### config.mk
export PLATFORM = sky130hd
export DESIGN_NAME = ring_buffer_packet_framer_top
export DESIGN_NICKNAME = d
export VERILOG_FILES = /design/src/design/rbpf_pkg.sv /design/src/design/rbpf_frame_buf.sv /design/src/design/ring_buffer_packet_framer_top.sv
export SDC_FILE = /design/constraint.sdc
export NUM_CORES = 2
export LEC_CHECK = 0
export BUFFER_PORTS_ARGS = -buffer_cell sky130_fd_sc_hd__buf_2
export CAP_MARGIN = 10
export CORE_ASPECT_RATIO = 0.6
export CORE_UTILIZATION = 29
export CTS_CLUSTER_DIAMETER = 30
export DETAILED_ROUTE_END_ITERATION = 10
export GPL_ROUTABILITY_DRIVEN = 0
export PLACE_DENSITY = 0.44
export SETUP_SLACK_MARGIN = 0.5
export SLEW_MARGIN = 40
export SYNTH_ARGS = -nofsm -noshare
export SYNTH_HDL_FRONTEND = slang
export SYNTH_SLANG_ARGS = --single-unit
### constraint.sdc
create_clock -name clock -period 11 [get_ports clock]
set_input_delay 0.55 -clock clock [delete_from_list [all_inputs] [get_ports clock]]
set_output_delay 0.55 -clock clock [all_outputs]
set_load 0.01 [all_outputs]
### src/design/rbpf_pkg.sv
`timescale 1ns / 1ps
`default_nettype none
// ----------------------------------------------------------------------------
// rbpf_pkg
// Shared types and constants of the ring buffer packet framer.
// ----------------------------------------------------------------------------
package rbpf_pkg;

   localparam int FA_W        = 5;
   localparam int FRAME_DEPTH = 32;
   localparam int LEN_W       = 5;

   localparam logic [7:0] HDR_DATA      = 8'hA0;
   localparam logic [7:0] HDR_KEEPALIVE = 8'h60;

   typedef enum logic [1:0] {
      OP_BYTE = 2'd0,
      OP_IDLE = 2'd1,
      OP_POLL = 2'd2,
      OP_NONE = 2'd3
   } op_type;

   typedef enum logic [1:0] {
      ST_IDLE,
      ST_GATHER,
      ST_EMIT
   } state_type;

   typedef struct packed {
      logic            en;
      logic [FA_W-1:0] addr;
      logic [7:0]      data;
   } fb_wr_type;

   typedef struct packed {
      logic            en;
      logic [FA_W-1:0] addr;
   } fb_rd_type;

endpackage : rbpf_pkg
`default_nettype wire

### src/design/rbpf_frame_buf.sv
`timescale 1ns / 1ps
`default_nettype none
// ----------------------------------------------------------------------------
// rbpf_frame_buf
// Frame byte memory, one write and one registered read port. Per-entry valid
// bits make entries read as zero until first written after reset.
// ----------------------------------------------------------------------------
module rbpf_frame_buf (
   input  wire logic                 clock,
   input  wire logic                 reset,
   input  wire rbpf_pkg::fb_wr_type  wr,
   input  wire rbpf_pkg::fb_rd_type  rd,
   output logic [7:0]                rd_data
);
   import rbpf_pkg::*;

   logic [7:0]             mem [FRAME_DEPTH];
   logic [FRAME_DEPTH-1:0] vld_ff;
   logic [7:0]             q_ff;
   logic                   qv_ff;

   always_ff @(posedge clock) begin
      if (reset) begin
         vld_ff <= '0;
      end else if (wr.en) begin
         vld_ff[wr.addr] <= 1'b1;
      end
   end

   always_ff @(posedge clock) begin
      if (wr.en) begin
         mem[wr.addr] <= wr.data;
      end
      if (rd.en) begin
         q_ff  <= mem[rd.addr];
         qv_ff <= vld_ff[rd.addr];
      end
   end

   assign rd_data = qv_ff ? q_ff : 8'h00;

endmodule : rbpf_frame_buf
`default_nettype wire

### src/design/ring_buffer_packet_framer_top.sv
`timescale 1ns / 1ps
`default_nettype none
// ----------------------------------------------------------------------------
// ring_buffer_packet_framer_top
// Ring buffer of serial bytes framed into fixed-length packets on poll.
// ----------------------------------------------------------------------------
// Byte and line-idle requests leave the framer in its idle state. A poll that
// sends a data frame first gathers its len payload bytes through the single
// read port of the ring memory, one per cycle, then streams FRAME_BYTES bytes,
// header and checksum from registers and the rest out of the frame memory,
// one per cycle while the receiver takes them; a receiver stall holds the
// stream. The input is held off through the gather and the stream; a keepalive
// frame skips the gather. Requests are taken only between frames. The frame
// memory reads as zero until written, through valid bits, so no clearing
// pass follows reset.
module ring_buffer_packet_framer_top #(
   parameter int RING_DEPTH  = 256,
   parameter int MAX_PAYLOAD = 30,
   parameter int FRAME_BYTES = 32
) (
   input  wire logic        clock,
   input  wire logic        reset,
   input  wire logic        req_tvalid,
   output logic             req_tready,
   input  wire logic [15:0] req_tdata,   // data_byte[7:0], tx_empty[8], zero pad
   input  wire logic [1:0]  req_tuser,   // op[1:0]
   output logic             rsp_tvalid,
   input  wire logic        rsp_tready,
   output logic [15:0]      rsp_tdata,   // frame_byte[7:0], byte_index[12:8], zero pad
   output logic             rsp_tlast,
   input  wire logic        csr_valid,
   output logic             csr_ready,
   input  wire logic        csr_data     // keepalive_enable
);
   import rbpf_pkg::*;

   localparam int PTR_W  = $clog2(RING_DEPTH);
   localparam int KCNT_W = $clog2(FRAME_BYTES + 1);
   localparam int CAP    = (MAX_PAYLOAD < FRAME_BYTES - 2) ? MAX_PAYLOAD : FRAME_BYTES - 2;

   state_type         state_ff, state_in;
   logic [PTR_W-1:0]  wr_ptr_ff, wr_ptr_in;
   logic [PTR_W-1:0]  rd_ptr_ff, rd_ptr_in;
   logic              idle_ff, idle_in;
   logic              keep_ff;
   logic [LEN_W-1:0]  len_ff, len_in;
   logic [LEN_W-1:0]  iss_ff, iss_in;
   logic              pend_ff, pend_in;
   logic [LEN_W-1:0]  pidx_ff, pidx_in;
   logic [7:0]        hdr_ff, hdr_in;
   logic [7:0]        sum_ff, sum_in;
   logic [KCNT_W-1:0] kiss_ff, kiss_in;
   logic              f_ff, f_in;
   logic [FA_W-1:0]   fidx_ff, fidx_in;
   logic              rsp_valid_ff, rsp_valid_in;
   logic [7:0]        rsp_byte_ff, rsp_byte_in;
   logic [FA_W-1:0]   rsp_idx_ff, rsp_idx_in;
   logic              rsp_last_ff, rsp_last_in;

   logic [7:0]        ring_mem [RING_DEPTH];
   logic [7:0]        ring_q_ff;
   logic              ring_wr_en;
   logic              ring_rd_en;

   fb_wr_type         fb_wr;
   fb_rd_type         fb_rd;
   logic [7:0]        fb_rd_data;

   op_type            req_op;
   logic [7:0]        req_byte;
   logic              req_txe;
   logic              req_acc;
   logic [PTR_W:0]    diff;
   logic [PTR_W-1:0]  cnt;
   logic              over;
   logic              out_free;
   logic              load;
   logic              issue;
   logic [7:0]        sel_byte;

   function automatic logic [PTR_W-1:0] ptr_next(input logic [PTR_W-1:0] p);
      ptr_next = (p == PTR_W'(RING_DEPTH - 1)) ? '0 : p + PTR_W'(1);
   endfunction

   assign req_op     = op_type'(req_tuser);
   assign req_byte   = req_tdata[7:0];
   assign req_txe    = req_tdata[8];
   assign req_tready = (state_ff == ST_IDLE);
   assign req_acc    = req_tvalid && req_tready;
   assign csr_ready  = 1'b1;

   assign diff = (wr_ptr_ff >= rd_ptr_ff)
               ? {1'b0, wr_ptr_ff} - {1'b0, rd_ptr_ff}
               : {1'b0, wr_ptr_ff} + (PTR_W + 1)'(RING_DEPTH) - {1'b0, rd_ptr_ff};
   assign cnt  = diff[PTR_W-1:0];
   assign over = cnt > PTR_W'(MAX_PAYLOAD);

   assign out_free = !rsp_valid_ff || rsp_tready;
   assign load     = f_ff && out_free;

   always_comb begin
      unique case (fidx_ff)
         FA_W'(0): sel_byte = hdr_ff;
         FA_W'(1): sel_byte = sum_ff;
         default:  sel_byte = fb_rd_data;
      endcase
   end

   always_comb begin
      state_in     = state_ff;
      wr_ptr_in    = wr_ptr_ff;
      rd_ptr_in    = rd_ptr_ff;
      idle_in      = idle_ff;
      len_in       = len_ff;
      iss_in       = iss_ff;
      pend_in      = 1'b0;
      pidx_in      = pidx_ff;
      hdr_in       = hdr_ff;
      sum_in       = sum_ff;
      kiss_in      = kiss_ff;
      f_in         = f_ff;
      fidx_in      = fidx_ff;
      rsp_valid_in = rsp_valid_ff;
      rsp_byte_in  = rsp_byte_ff;
      rsp_idx_in   = rsp_idx_ff;
      rsp_last_in  = rsp_last_ff;
      ring_wr_en   = 1'b0;
      ring_rd_en   = 1'b0;
      issue        = 1'b0;
      fb_wr        = '0;
      fb_rd        = '0;

      unique case (state_ff)
         ST_IDLE: begin
            if (req_acc) begin
               case (req_op)
                  OP_BYTE: begin
                     ring_wr_en = 1'b1;
                     wr_ptr_in  = ptr_next(wr_ptr_ff);
                  end
                  OP_IDLE: begin
                     idle_in = 1'b1;
                  end
                  OP_POLL: begin
                     if (req_txe) begin
                        if (over || idle_ff) begin
                           if (!over) begin
                              idle_in = 1'b0;
                           end
                           len_in   = (cnt > PTR_W'(CAP)) ? LEN_W'(CAP) : LEN_W'(cnt);
                           hdr_in   = HDR_DATA | {3'b000, len_in};
                           sum_in   = 8'h00;
                           iss_in   = '0;
                           state_in = ST_GATHER;
                        end else if (keep_ff) begin
                           hdr_in   = HDR_KEEPALIVE;
                           sum_in   = 8'h00;
                           kiss_in  = '0;
                           f_in     = 1'b0;
                           state_in = ST_EMIT;
                        end
                     end
                  end
                  default: begin
                  end
               endcase
            end
         end
         ST_GATHER: begin
            ring_rd_en = (iss_ff != len_ff);
            if (ring_rd_en) begin
               rd_ptr_in = ptr_next(rd_ptr_ff);
               iss_in    = iss_ff + LEN_W'(1);
               pend_in   = 1'b1;
               pidx_in   = iss_ff;
            end
            if (pend_ff) begin
               fb_wr.en   = 1'b1;
               fb_wr.addr = FA_W'(pidx_ff) + FA_W'(2);
               fb_wr.data = ring_q_ff;
               sum_in     = sum_ff + ring_q_ff;
            end
            if (!ring_rd_en && !pend_ff) begin
               kiss_in  = '0;
               f_in     = 1'b0;
               state_in = ST_EMIT;
            end
         end
         ST_EMIT: begin
            issue = (kiss_ff != KCNT_W'(FRAME_BYTES)) && (!f_ff || load);
            if (issue) begin
               fb_rd.en   = 1'b1;
               fb_rd.addr = FA_W'(kiss_ff);
               fidx_in    = FA_W'(kiss_ff);
               kiss_in    = kiss_ff + KCNT_W'(1);
               f_in       = 1'b1;
            end else if (load) begin
               f_in = 1'b0;
            end
            if (!f_ff && kiss_ff == KCNT_W'(FRAME_BYTES)) begin
               state_in = ST_IDLE;
            end
         end
         default: begin
            state_in = ST_IDLE;
         end
      endcase

      if (load) begin
         rsp_valid_in = 1'b1;
         rsp_byte_in  = sel_byte;
         rsp_idx_in   = fidx_ff;
         rsp_last_in  = (fidx_ff == FA_W'(FRAME_BYTES - 1));
      end else if (rsp_tready) begin
         rsp_valid_in = 1'b0;
      end
   end

   always_ff @(posedge clock) begin
      if (reset) begin
         state_ff     <= ST_IDLE;
         wr_ptr_ff    <= '0;
         rd_ptr_ff    <= '0;
         idle_ff      <= 1'b0;
         keep_ff      <= 1'b0;
         pend_ff      <= 1'b0;
         f_ff         <= 1'b0;
         rsp_valid_ff <= 1'b0;
         len_ff       <= '0;
         iss_ff       <= '0;
         kiss_ff      <= '0;
      end else begin
         state_ff     <= state_in;
         wr_ptr_ff    <= wr_ptr_in;
         rd_ptr_ff    <= rd_ptr_in;
         idle_ff      <= idle_in;
         pend_ff      <= pend_in;
         f_ff         <= f_in;
         rsp_valid_ff <= rsp_valid_in;
         len_ff       <= len_in;
         iss_ff       <= iss_in;
         kiss_ff      <= kiss_in;
         if (csr_valid && csr_ready) begin
            keep_ff <= csr_data;
         end
      end
   end

   always_ff @(posedge clock) begin
      pidx_ff     <= pidx_in;
      hdr_ff      <= hdr_in;
      sum_ff      <= sum_in;
      fidx_ff     <= fidx_in;
      rsp_byte_ff <= rsp_byte_in;
      rsp_idx_ff  <= rsp_idx_in;
      rsp_last_ff <= rsp_last_in;
   end

   // ring memory
   always_ff @(posedge clock) begin
      if (ring_wr_en) begin
         ring_mem[wr_ptr_ff] <= req_byte;
      end
      if (ring_rd_en) begin
         ring_q_ff <= ring_mem[rd_ptr_ff];
      end
   end

   rbpf_frame_buf u_frame_buf (
      .clock   (clock),
      .reset   (reset),
      .wr      (fb_wr),
      .rd      (fb_rd),
      .rd_data (fb_rd_data)
   );

   assign rsp_tvalid = rsp_valid_ff;
   assign rsp_tdata  = {3'b000, rsp_idx_ff, rsp_byte_ff};
   assign rsp_tlast  = rsp_last_ff;

endmodule : ring_buffer_packet_framer_top
`default_nettype wire
Yosys cells after proc, flatten, opt, wreduce, memory -nomap -nowiden
Memory sizes are Yosys's and may differ from the RTL's. A register that Yosys moved wholly into a read port is not among the register bits.
Index checks and enable logic that the tools add are counted.
W data, S select, Z words.
{"block": "word_totals", "wordCells": 168, "n_memories": 2, "regBits": 111, "mem_bits_rw": 2304, "in_bits": 24, "out_inout_bits": 20}
{"block": "classes", "order_cmp": 5, "n_mux": 69, "reduce_logical": 33, "n_bitwise": 2, "n_eq_ne": 27, "addsub": 9}
{"name": "ring_mem", "depth": 256, "width": 8, "rd": 1, "rd_clocked_by_memory_dff": 1, "write_ports": 1, "line_no": "ring_buffer_packet_framer_top.sv:60", "rtl": "logic [7:0] ring_mem [RING_DEPTH];"}
{"name": "u_frame_buf.mem", "depth": 32, "width": 8, "rd": 1, "rd_clocked_by_memory_dff": 1, "write_ports": 1, "line_no": "rbpf_frame_buf.sv:17", "rtl": "logic [7:0] mem [FRAME_DEPTH];"}
{"cell": "$mux W8", "n": 11}
{"cell": "$mux W6", "n": 9}
{"cell": "$mux W5", "n": 7}
{"cell": "$or A32 B32 Y32", "n": 1}
{"cell": "$pmux W8 S2", "n": 2}
{"cell": "$mux W14", "n": 2}
{"cell": "$add A8 B1 Y8 const B", "n": 3}
{"cell": "$mux W1", "n": 24}
{"cell": "$reduce_and A6 Y1", "n": 4}
{"cell": "$ne A2 B2 Y1 const B", "n": 9}
{"cell": "$pmux W6 S3", "n": 1}
{"cell": "$eq A8 B8 Y1 const B", "n": 2}
{"cell": "$reduce_and A8 Y1", "n": 2}
{"cell": "$sub A8 B8 Y8", "n": 2}
{"cell": "$mux W2", "n": 7}
{"cell": "$lt A5 B6 Y1 const B", "n": 2}
{"cell": "$ne A2 B1 Y1 const B", "n": 5}
{"cell": "$pmux W5 S2", "n": 1}
{"cell": "$reduce_and A5 Y1", "n": 2}
{"cell": "$add A8 B8 Y8", "n": 1}
{"cell": "$ge A8 B8 Y1", "n": 1}
{"cell": "$gt A8 B5 Y1 const B", "n": 1}
{"cell": "$reduce_bool A2 Y1", "n": 4}
{"cell": "$add A6 B1 Y6 const B", "n": 1}
{"cell": "27 further kinds", "n": 41}

Depth between registers and ports, before layout
{"block": "depth", "depth_word": 10, "mapped_depth": 17, "depth_no_buf": 14}

Modules after synthesis
From an unflattened synthesis, not the netlist that was laid out.
{"block": "hier_totals", "cells_unflattened": 4522, "area_unflattened_um2": 94762.1}
{"mod": "ring_buffer_packet_framer_top", "area_per_inst_um2": 83243.6, "seq_area_each_um2": 63691.1, "cells_per_inst": 3963, "instances": 1}
{"mod": "rbpf_frame_buf", "area_per_inst_um2": 11518.5, "seq_area_each_um2": 8598.2, "cells_per_inst": 559, "instances": 1}

Worst setup path after synthesis
OpenSTA, ideal clock, no wires.
{"block": "synth_timing", "path_kind": "reg2reg", "start": "register rd_ptr_ff[1]", "end": "register sum_ff[0], enable pin", "slack_ns": 7.459, "required_ns": 10.625, "setup_ns": 0.375, "path_buffers": 4, "t_arrival_ns": 3.166, "synth_period_minus_slack_ns": 3.541, "path_stages_with_launch": 16, "cell_sequence": "dfxtp_1 buf_2 buf_4 buf_2 buf_2 inv_1 fa_1 a21o_1 a21oi_1 xnor2_1 nand4b_1 nand3_4 nor2_4 inv_4 o21ai_0 a21oi_1"}
{"block": "synth_between", "elab_chain_len": 6, "word_cells_on_any_way": 8, "cone_classes": "add/sub (2); order compare (2); eq/ne (1); mux (1); reduce/logical (2)"}
{"element": "start, declared", "line_no": "ring_buffer_packet_framer_top.sv:43", "rtl": "logic [PTR_W-1:0] rd_ptr_ff, rd_ptr_in;"}
{"element": "start signal, assigned", "line_no": "ring_buffer_packet_framer_top.sv:235", "rtl": "rd_ptr_ff <= rd_ptr_in;"}
{"element": "$sub A8 B8 Y8, or another cell as far along", "line_no": "ring_buffer_packet_framer_top.sv:94", "rtl": ": {1'b0, wr_ptr_ff} + (PTR_W + 1)'(RING_DEPTH) - {1'b0, rd_ptr_ff};"}
{"element": "$mux W8 (*)", "line_no": "ring_buffer_packet_framer_top.sv:93", "rtl": "? {1'b0, wr_ptr_ff} - {1'b0, rd_ptr_ff}"}
{"element": "$gt A8 B5 Y1 (*)", "line_no": "ring_buffer_packet_framer_top.sv:96", "rtl": "assign over = cnt > PTR_W'(MAX_PAYLOAD);"}
{"element": "$logic_or A1 B1 Y1 (*)", "line_no": "ring_buffer_packet_framer_top.sv:146", "rtl": "if (over || idle_ff) begin"}
{"element": "$ne A3 B1 Y1 (no line) (*)"}
{"element": "$reduce_and A6 Y1 (no line) (*)"}
{"element": "end signal, assigned", "line_no": "ring_buffer_packet_framer_top.sv:252", "rtl": "sum_ff <= sum_in;"}
{"element": "end, declared", "line_no": "ring_buffer_packet_framer_top.sv:51", "rtl": "logic [7:0] sum_ff, sum_in;"}
Every way passes the cells marked *; elsewhere a longest branch is shown, timed or not.
A chain may end at the register's enable or synchronous reset.

==> summary.md <==
| Metric | Value |
|---|---|
| Status | `completed` |
| Yosys warns | `0` |
| Starting Density | `29.1%` |
| Setup TNS | `0 ns` |
| Mapped Cells | `4888` |
| Worst Setup SP | `rd_ptr_ff[1]$_SDFFE_PP0P_` |
| CP max stage delay | `0.86 ns` |
| Clock slew at reported path FFs | `0.06 ns` |
| Mapped Avg Cell Area | `19.6 um^2` |
| Antenna violations before repair | `21` |
| CP Max Fanout | `100` |
| H-tree Lvls | `5` |
| RSZ-0062 raised after global routing | `no` |
| Maximum VDD drop | `0.148 mV` |
| FFs w/ async S/R, synth | `0%` |
| Longest Clk Path Bufs | `4` |
| Port bufs | `32` |
| DRT iter0 DRCs | `6169` |
| Grt ovf | `0` |
| Tightest Pin Transition | `1.02 ns` |
| Hold Path Origin | `req_tdata[2]` |
| Root buf cell | `clkbuf_16` |
| P_leak | `35.1 nW` |
| Synth cell types | `96` |
| Largest net degree at the start of global routing | `125` |
| Reg2reg setup slack | `5.85 ns` |
| Synth Register Bits | `2431` |
| Hold Vio Cnt, Final | `0` |
| Max Freq | `0.194 GHz` |
| Max-slew headroom | `31.3%` |
| Clock buffer count from CTS | `383` |
| Num ports | `44` |
| Site Rows | `163` |
| Area share of the largest cell type after synthesis | `74.0%` |
| Min-delay worst type | `primary input to flop` |
| Buf+Inv Stages, Crit Path | `2` |
| CTS tree | `done` |
| Sink Count | `2431` |
| Register area share after synthesis | `75.5%` |
| Setup WS post-layout | `5.85 ns` |
| Final WL | `294000 um` |
| DR vias | `50300` |
| Post-DRT Antenna Nets | `0` |
| Most used DFF post-synth | `edfxtp_1` |
| Nets | `5196` |
| DP HPWL | `181000 um` |
| First-pass GRT wire length | `406000 um` |
| Layout Skew | `0.0720 ns` |
| Period minus WS final | `5.15 ns` |
| Drt wl/cell | `29.9 um` |
| Layout cells sized above 1 | `31.7%` |
| Die W | `744 um` |
| Slowest cell on crit path | `o31ai_1` |
| Max-slew violations | `0` |
| Worst Hold Depth | `1` |
| First-pass iteration count of the detailed router | `8` |
| Synth top area cells | `edfxtp_1 (74%), mux4_2 (13%), nor2_1 (1.8%)` |
| Leading area contributor after synthesis | `edfxtp_1` |
| Setup Crit Path Kind | `flop to flop` |
| Worst Hold End | `ring_mem[209][2]$_DFFE_PP_` |
| Core Region | `329000 um^2` |
| Drt via density | `5.11` |
| Vias in the first global route | `49400` |
| Dpl ws | `5.75 ns` |
| Synthesized area | `95800 um^2` |
| WP data arrival | `5.74 ns` |
| Clock latency on the worst-skew pair | `0.91 ns` |
| CP Capture Type | `flop` |
| Worst R2R Start | `rd_ptr_ff[1]$_SDFFE_PP0P_` |
| Max-cap viol count | `0` |
| FF-to-FF End | `ring_q_ff[7]$_DFFE_PP_` |
| Area grow syn2layout | `20.2%` |
| Post-route DRC | `0` |
| Placed Area | `102000 um^2` |
| Design area | `115000 um^2` |
| Most frequent CP cell | `mux4_2` |
| Cell Pwr Density | `198 nW/um^2` |
| Die area | `333000 um^2` |
| Critical Path, Cell by Cell | `buf_4 -> buf_12 -> mux4_2 -> mux4_2 -> o22ai_1 -> nor3_1 -> o31ai_1 -> o311ai_1` |
| Fin util | `35.0%` |
| Die H | `447 um` |
| CP startpoint kind | `flop` |
| Top Family by Delay on Critical Path | `compound AO/OA/AOI/OAI gates` |
| Fin crit share | `46.9%` |
| Endpoints failing setup | `0` |
| Total GRT Usage | `17.3%` |
| Number of synthesized flops with an enable pin | `2360` |
| R2R cell count | `8` |
| Worst Path Required | `11.59 ns` |
cell usage in the layout (no fill, tap or decap), types with 22 or more instances in the layout:
master / instances
a21oi_1: 82
a221oi_1: 28
buf_2: 25
buf_4: 97
bufinv_16: 45
clkbuf_1: 30
clkbuf_16: 390
clkinv_1: 37
clkinv_2: 38
clkinv_4: 34
clkinvlp_4: 50
dfxtp_1: 64
edfxtp_1: 2360
ha_1: 24
inv_1: 23
inv_6: 56
mux2_2: 22
mux2i_1: 127
mux4_2: 550
nand2_1: 173
nand2_2: 26
nand2b_1: 25
nand3_1: 73
nor2_1: 196
nor2_2: 264
nor3_1: 35
o211ai_1: 46
o21ai_0: 46
o21ai_1: 32
o22ai_1: 30
or3_1: 41
xnor2_1: 22
state kept, by name (all words and copies together) (netlist names), 6 cells and up:
name	cells
ring_q_ff	8
sum_ff	8
rsp_byte_ff	8
u_frame_buf.mem	256
hdr_ff	7
u_frame_buf.vld_ff	32
kiss_ff	6
rd_ptr_ff	8
ring_mem	2048
u_frame_buf.q_ff	8
wr_ptr_ff	8
layer usage:
layer / track usage [%] / part of all wire (%) / vias up / wire length, um
met5: 0 / 0 / - / 0
met4: 3.63 / 1.8 / 0 / 5360
met3: 5.26 / 9.6 / 378 / 28200
met2: 22.5 / 39 / 2042 / 116000
met1: 27.8 / 49 / 27200 / 145000
li1: - / - / 20700 / -
power by group:
part	internal, mW	switching, mW
Clock	7.65	4.67
Combinational	0.0510	0.236
Sequential	10.2	0.0116
logic make-up (layout without fill, tap and decap cells):
| kind of cell | count (synthesis) | in the layout | share of synthesized area, % |
|---|---|---|---|
| compound gates | 432 | 432 | 3.13 |
| buf+inv | 318 | 891 | 1.76 |
| mux | 706 | 706 | 14.6 |
| fa+ha+maj | 26 | 26 | 0.355 |
| other cells | 2 | 6 | 0.00784 |
| xor+xnor | 34 | 34 | 0.311 |
| simple gates | 939 | 939 | 4.35 |
| flops | 2431 | 2431 | 75.5 |
through the flow:
step | power (mW) | hold slack [ns] | cells
2_1_floorplan | 10.4 | 0.403 | 4890
4_1_cts | 23.0 | 0.00735 | 9831
6_report | 22.8 | 0.0674 | 9837
5_1_grt | 23.4 | 0.0337 | 9835
3_3_place_gp | 10.6 | 0.442 | 9118
3_5_place_dp | 10.6 | 0.453 | 9125
worst max path at each step:
stage                             endpoint  cells after the start  slack [ns]
2_1_floorplan      sum_ff[0]$_SDFFCE_PN0P_                     15        7.46
3_3_place_gp        ring_q_ff[7]$_DFFE_PP_                      8        5.73
3_5_place_dp        ring_q_ff[7]$_DFFE_PP_                      8        5.75
4_1_cts             ring_q_ff[7]$_DFFE_PP_                      8        5.74
5_1_grt        u_frame_buf.qv_ff$_DFFE_PP_                     13        5.72
6_report            ring_q_ff[7]$_DFFE_PP_                      8        5.85
layout make-up:
cell class	instances	area [um^2]
repair buffers	160	1470
fillers	30700	214000
inverters	29	118
clock buffers	421	9890
clock inverters	281	3160
flip-flops and latches	2431	72300
diodes	2	5.00
well taps	4372	5470
multi-input cells	2141	22700
Yosys cell counts, types with 16 or more instances:
cell type / number
edfxtp_1: 2360
mux4_2: 550
nor2_1: 462
nand2_1: 198
clkbuf_1: 144
mux2i_1: 127
a21oi_1: 83
nand3_1: 79
dfxtp_1: 71
buf_2: 55
o21ai_0: 48
o211ai_1: 46
or3_1: 41
nor3_1: 37
o22ai_1: 36
buf_6: 34
o21ai_1: 30
buf_4: 29
a221oi_1: 28
inv_1: 25
nand2b_1: 25
ha_1: 24
buf_1: 22
mux2_2: 22
xnor2_1: 22
a22oi_1: 20
a31oi_1: 19
o221ai_1: 18
and3_1: 17
a211oi_1: 16
repair_timing:
action | CTS | global route
gates resized for setup | 0 | 0
hold endpoints to repair | 3 | 0
setup buffers | 0 | 0
hold buffers | 4 | 0
Power figures use the tool's default switching activity.
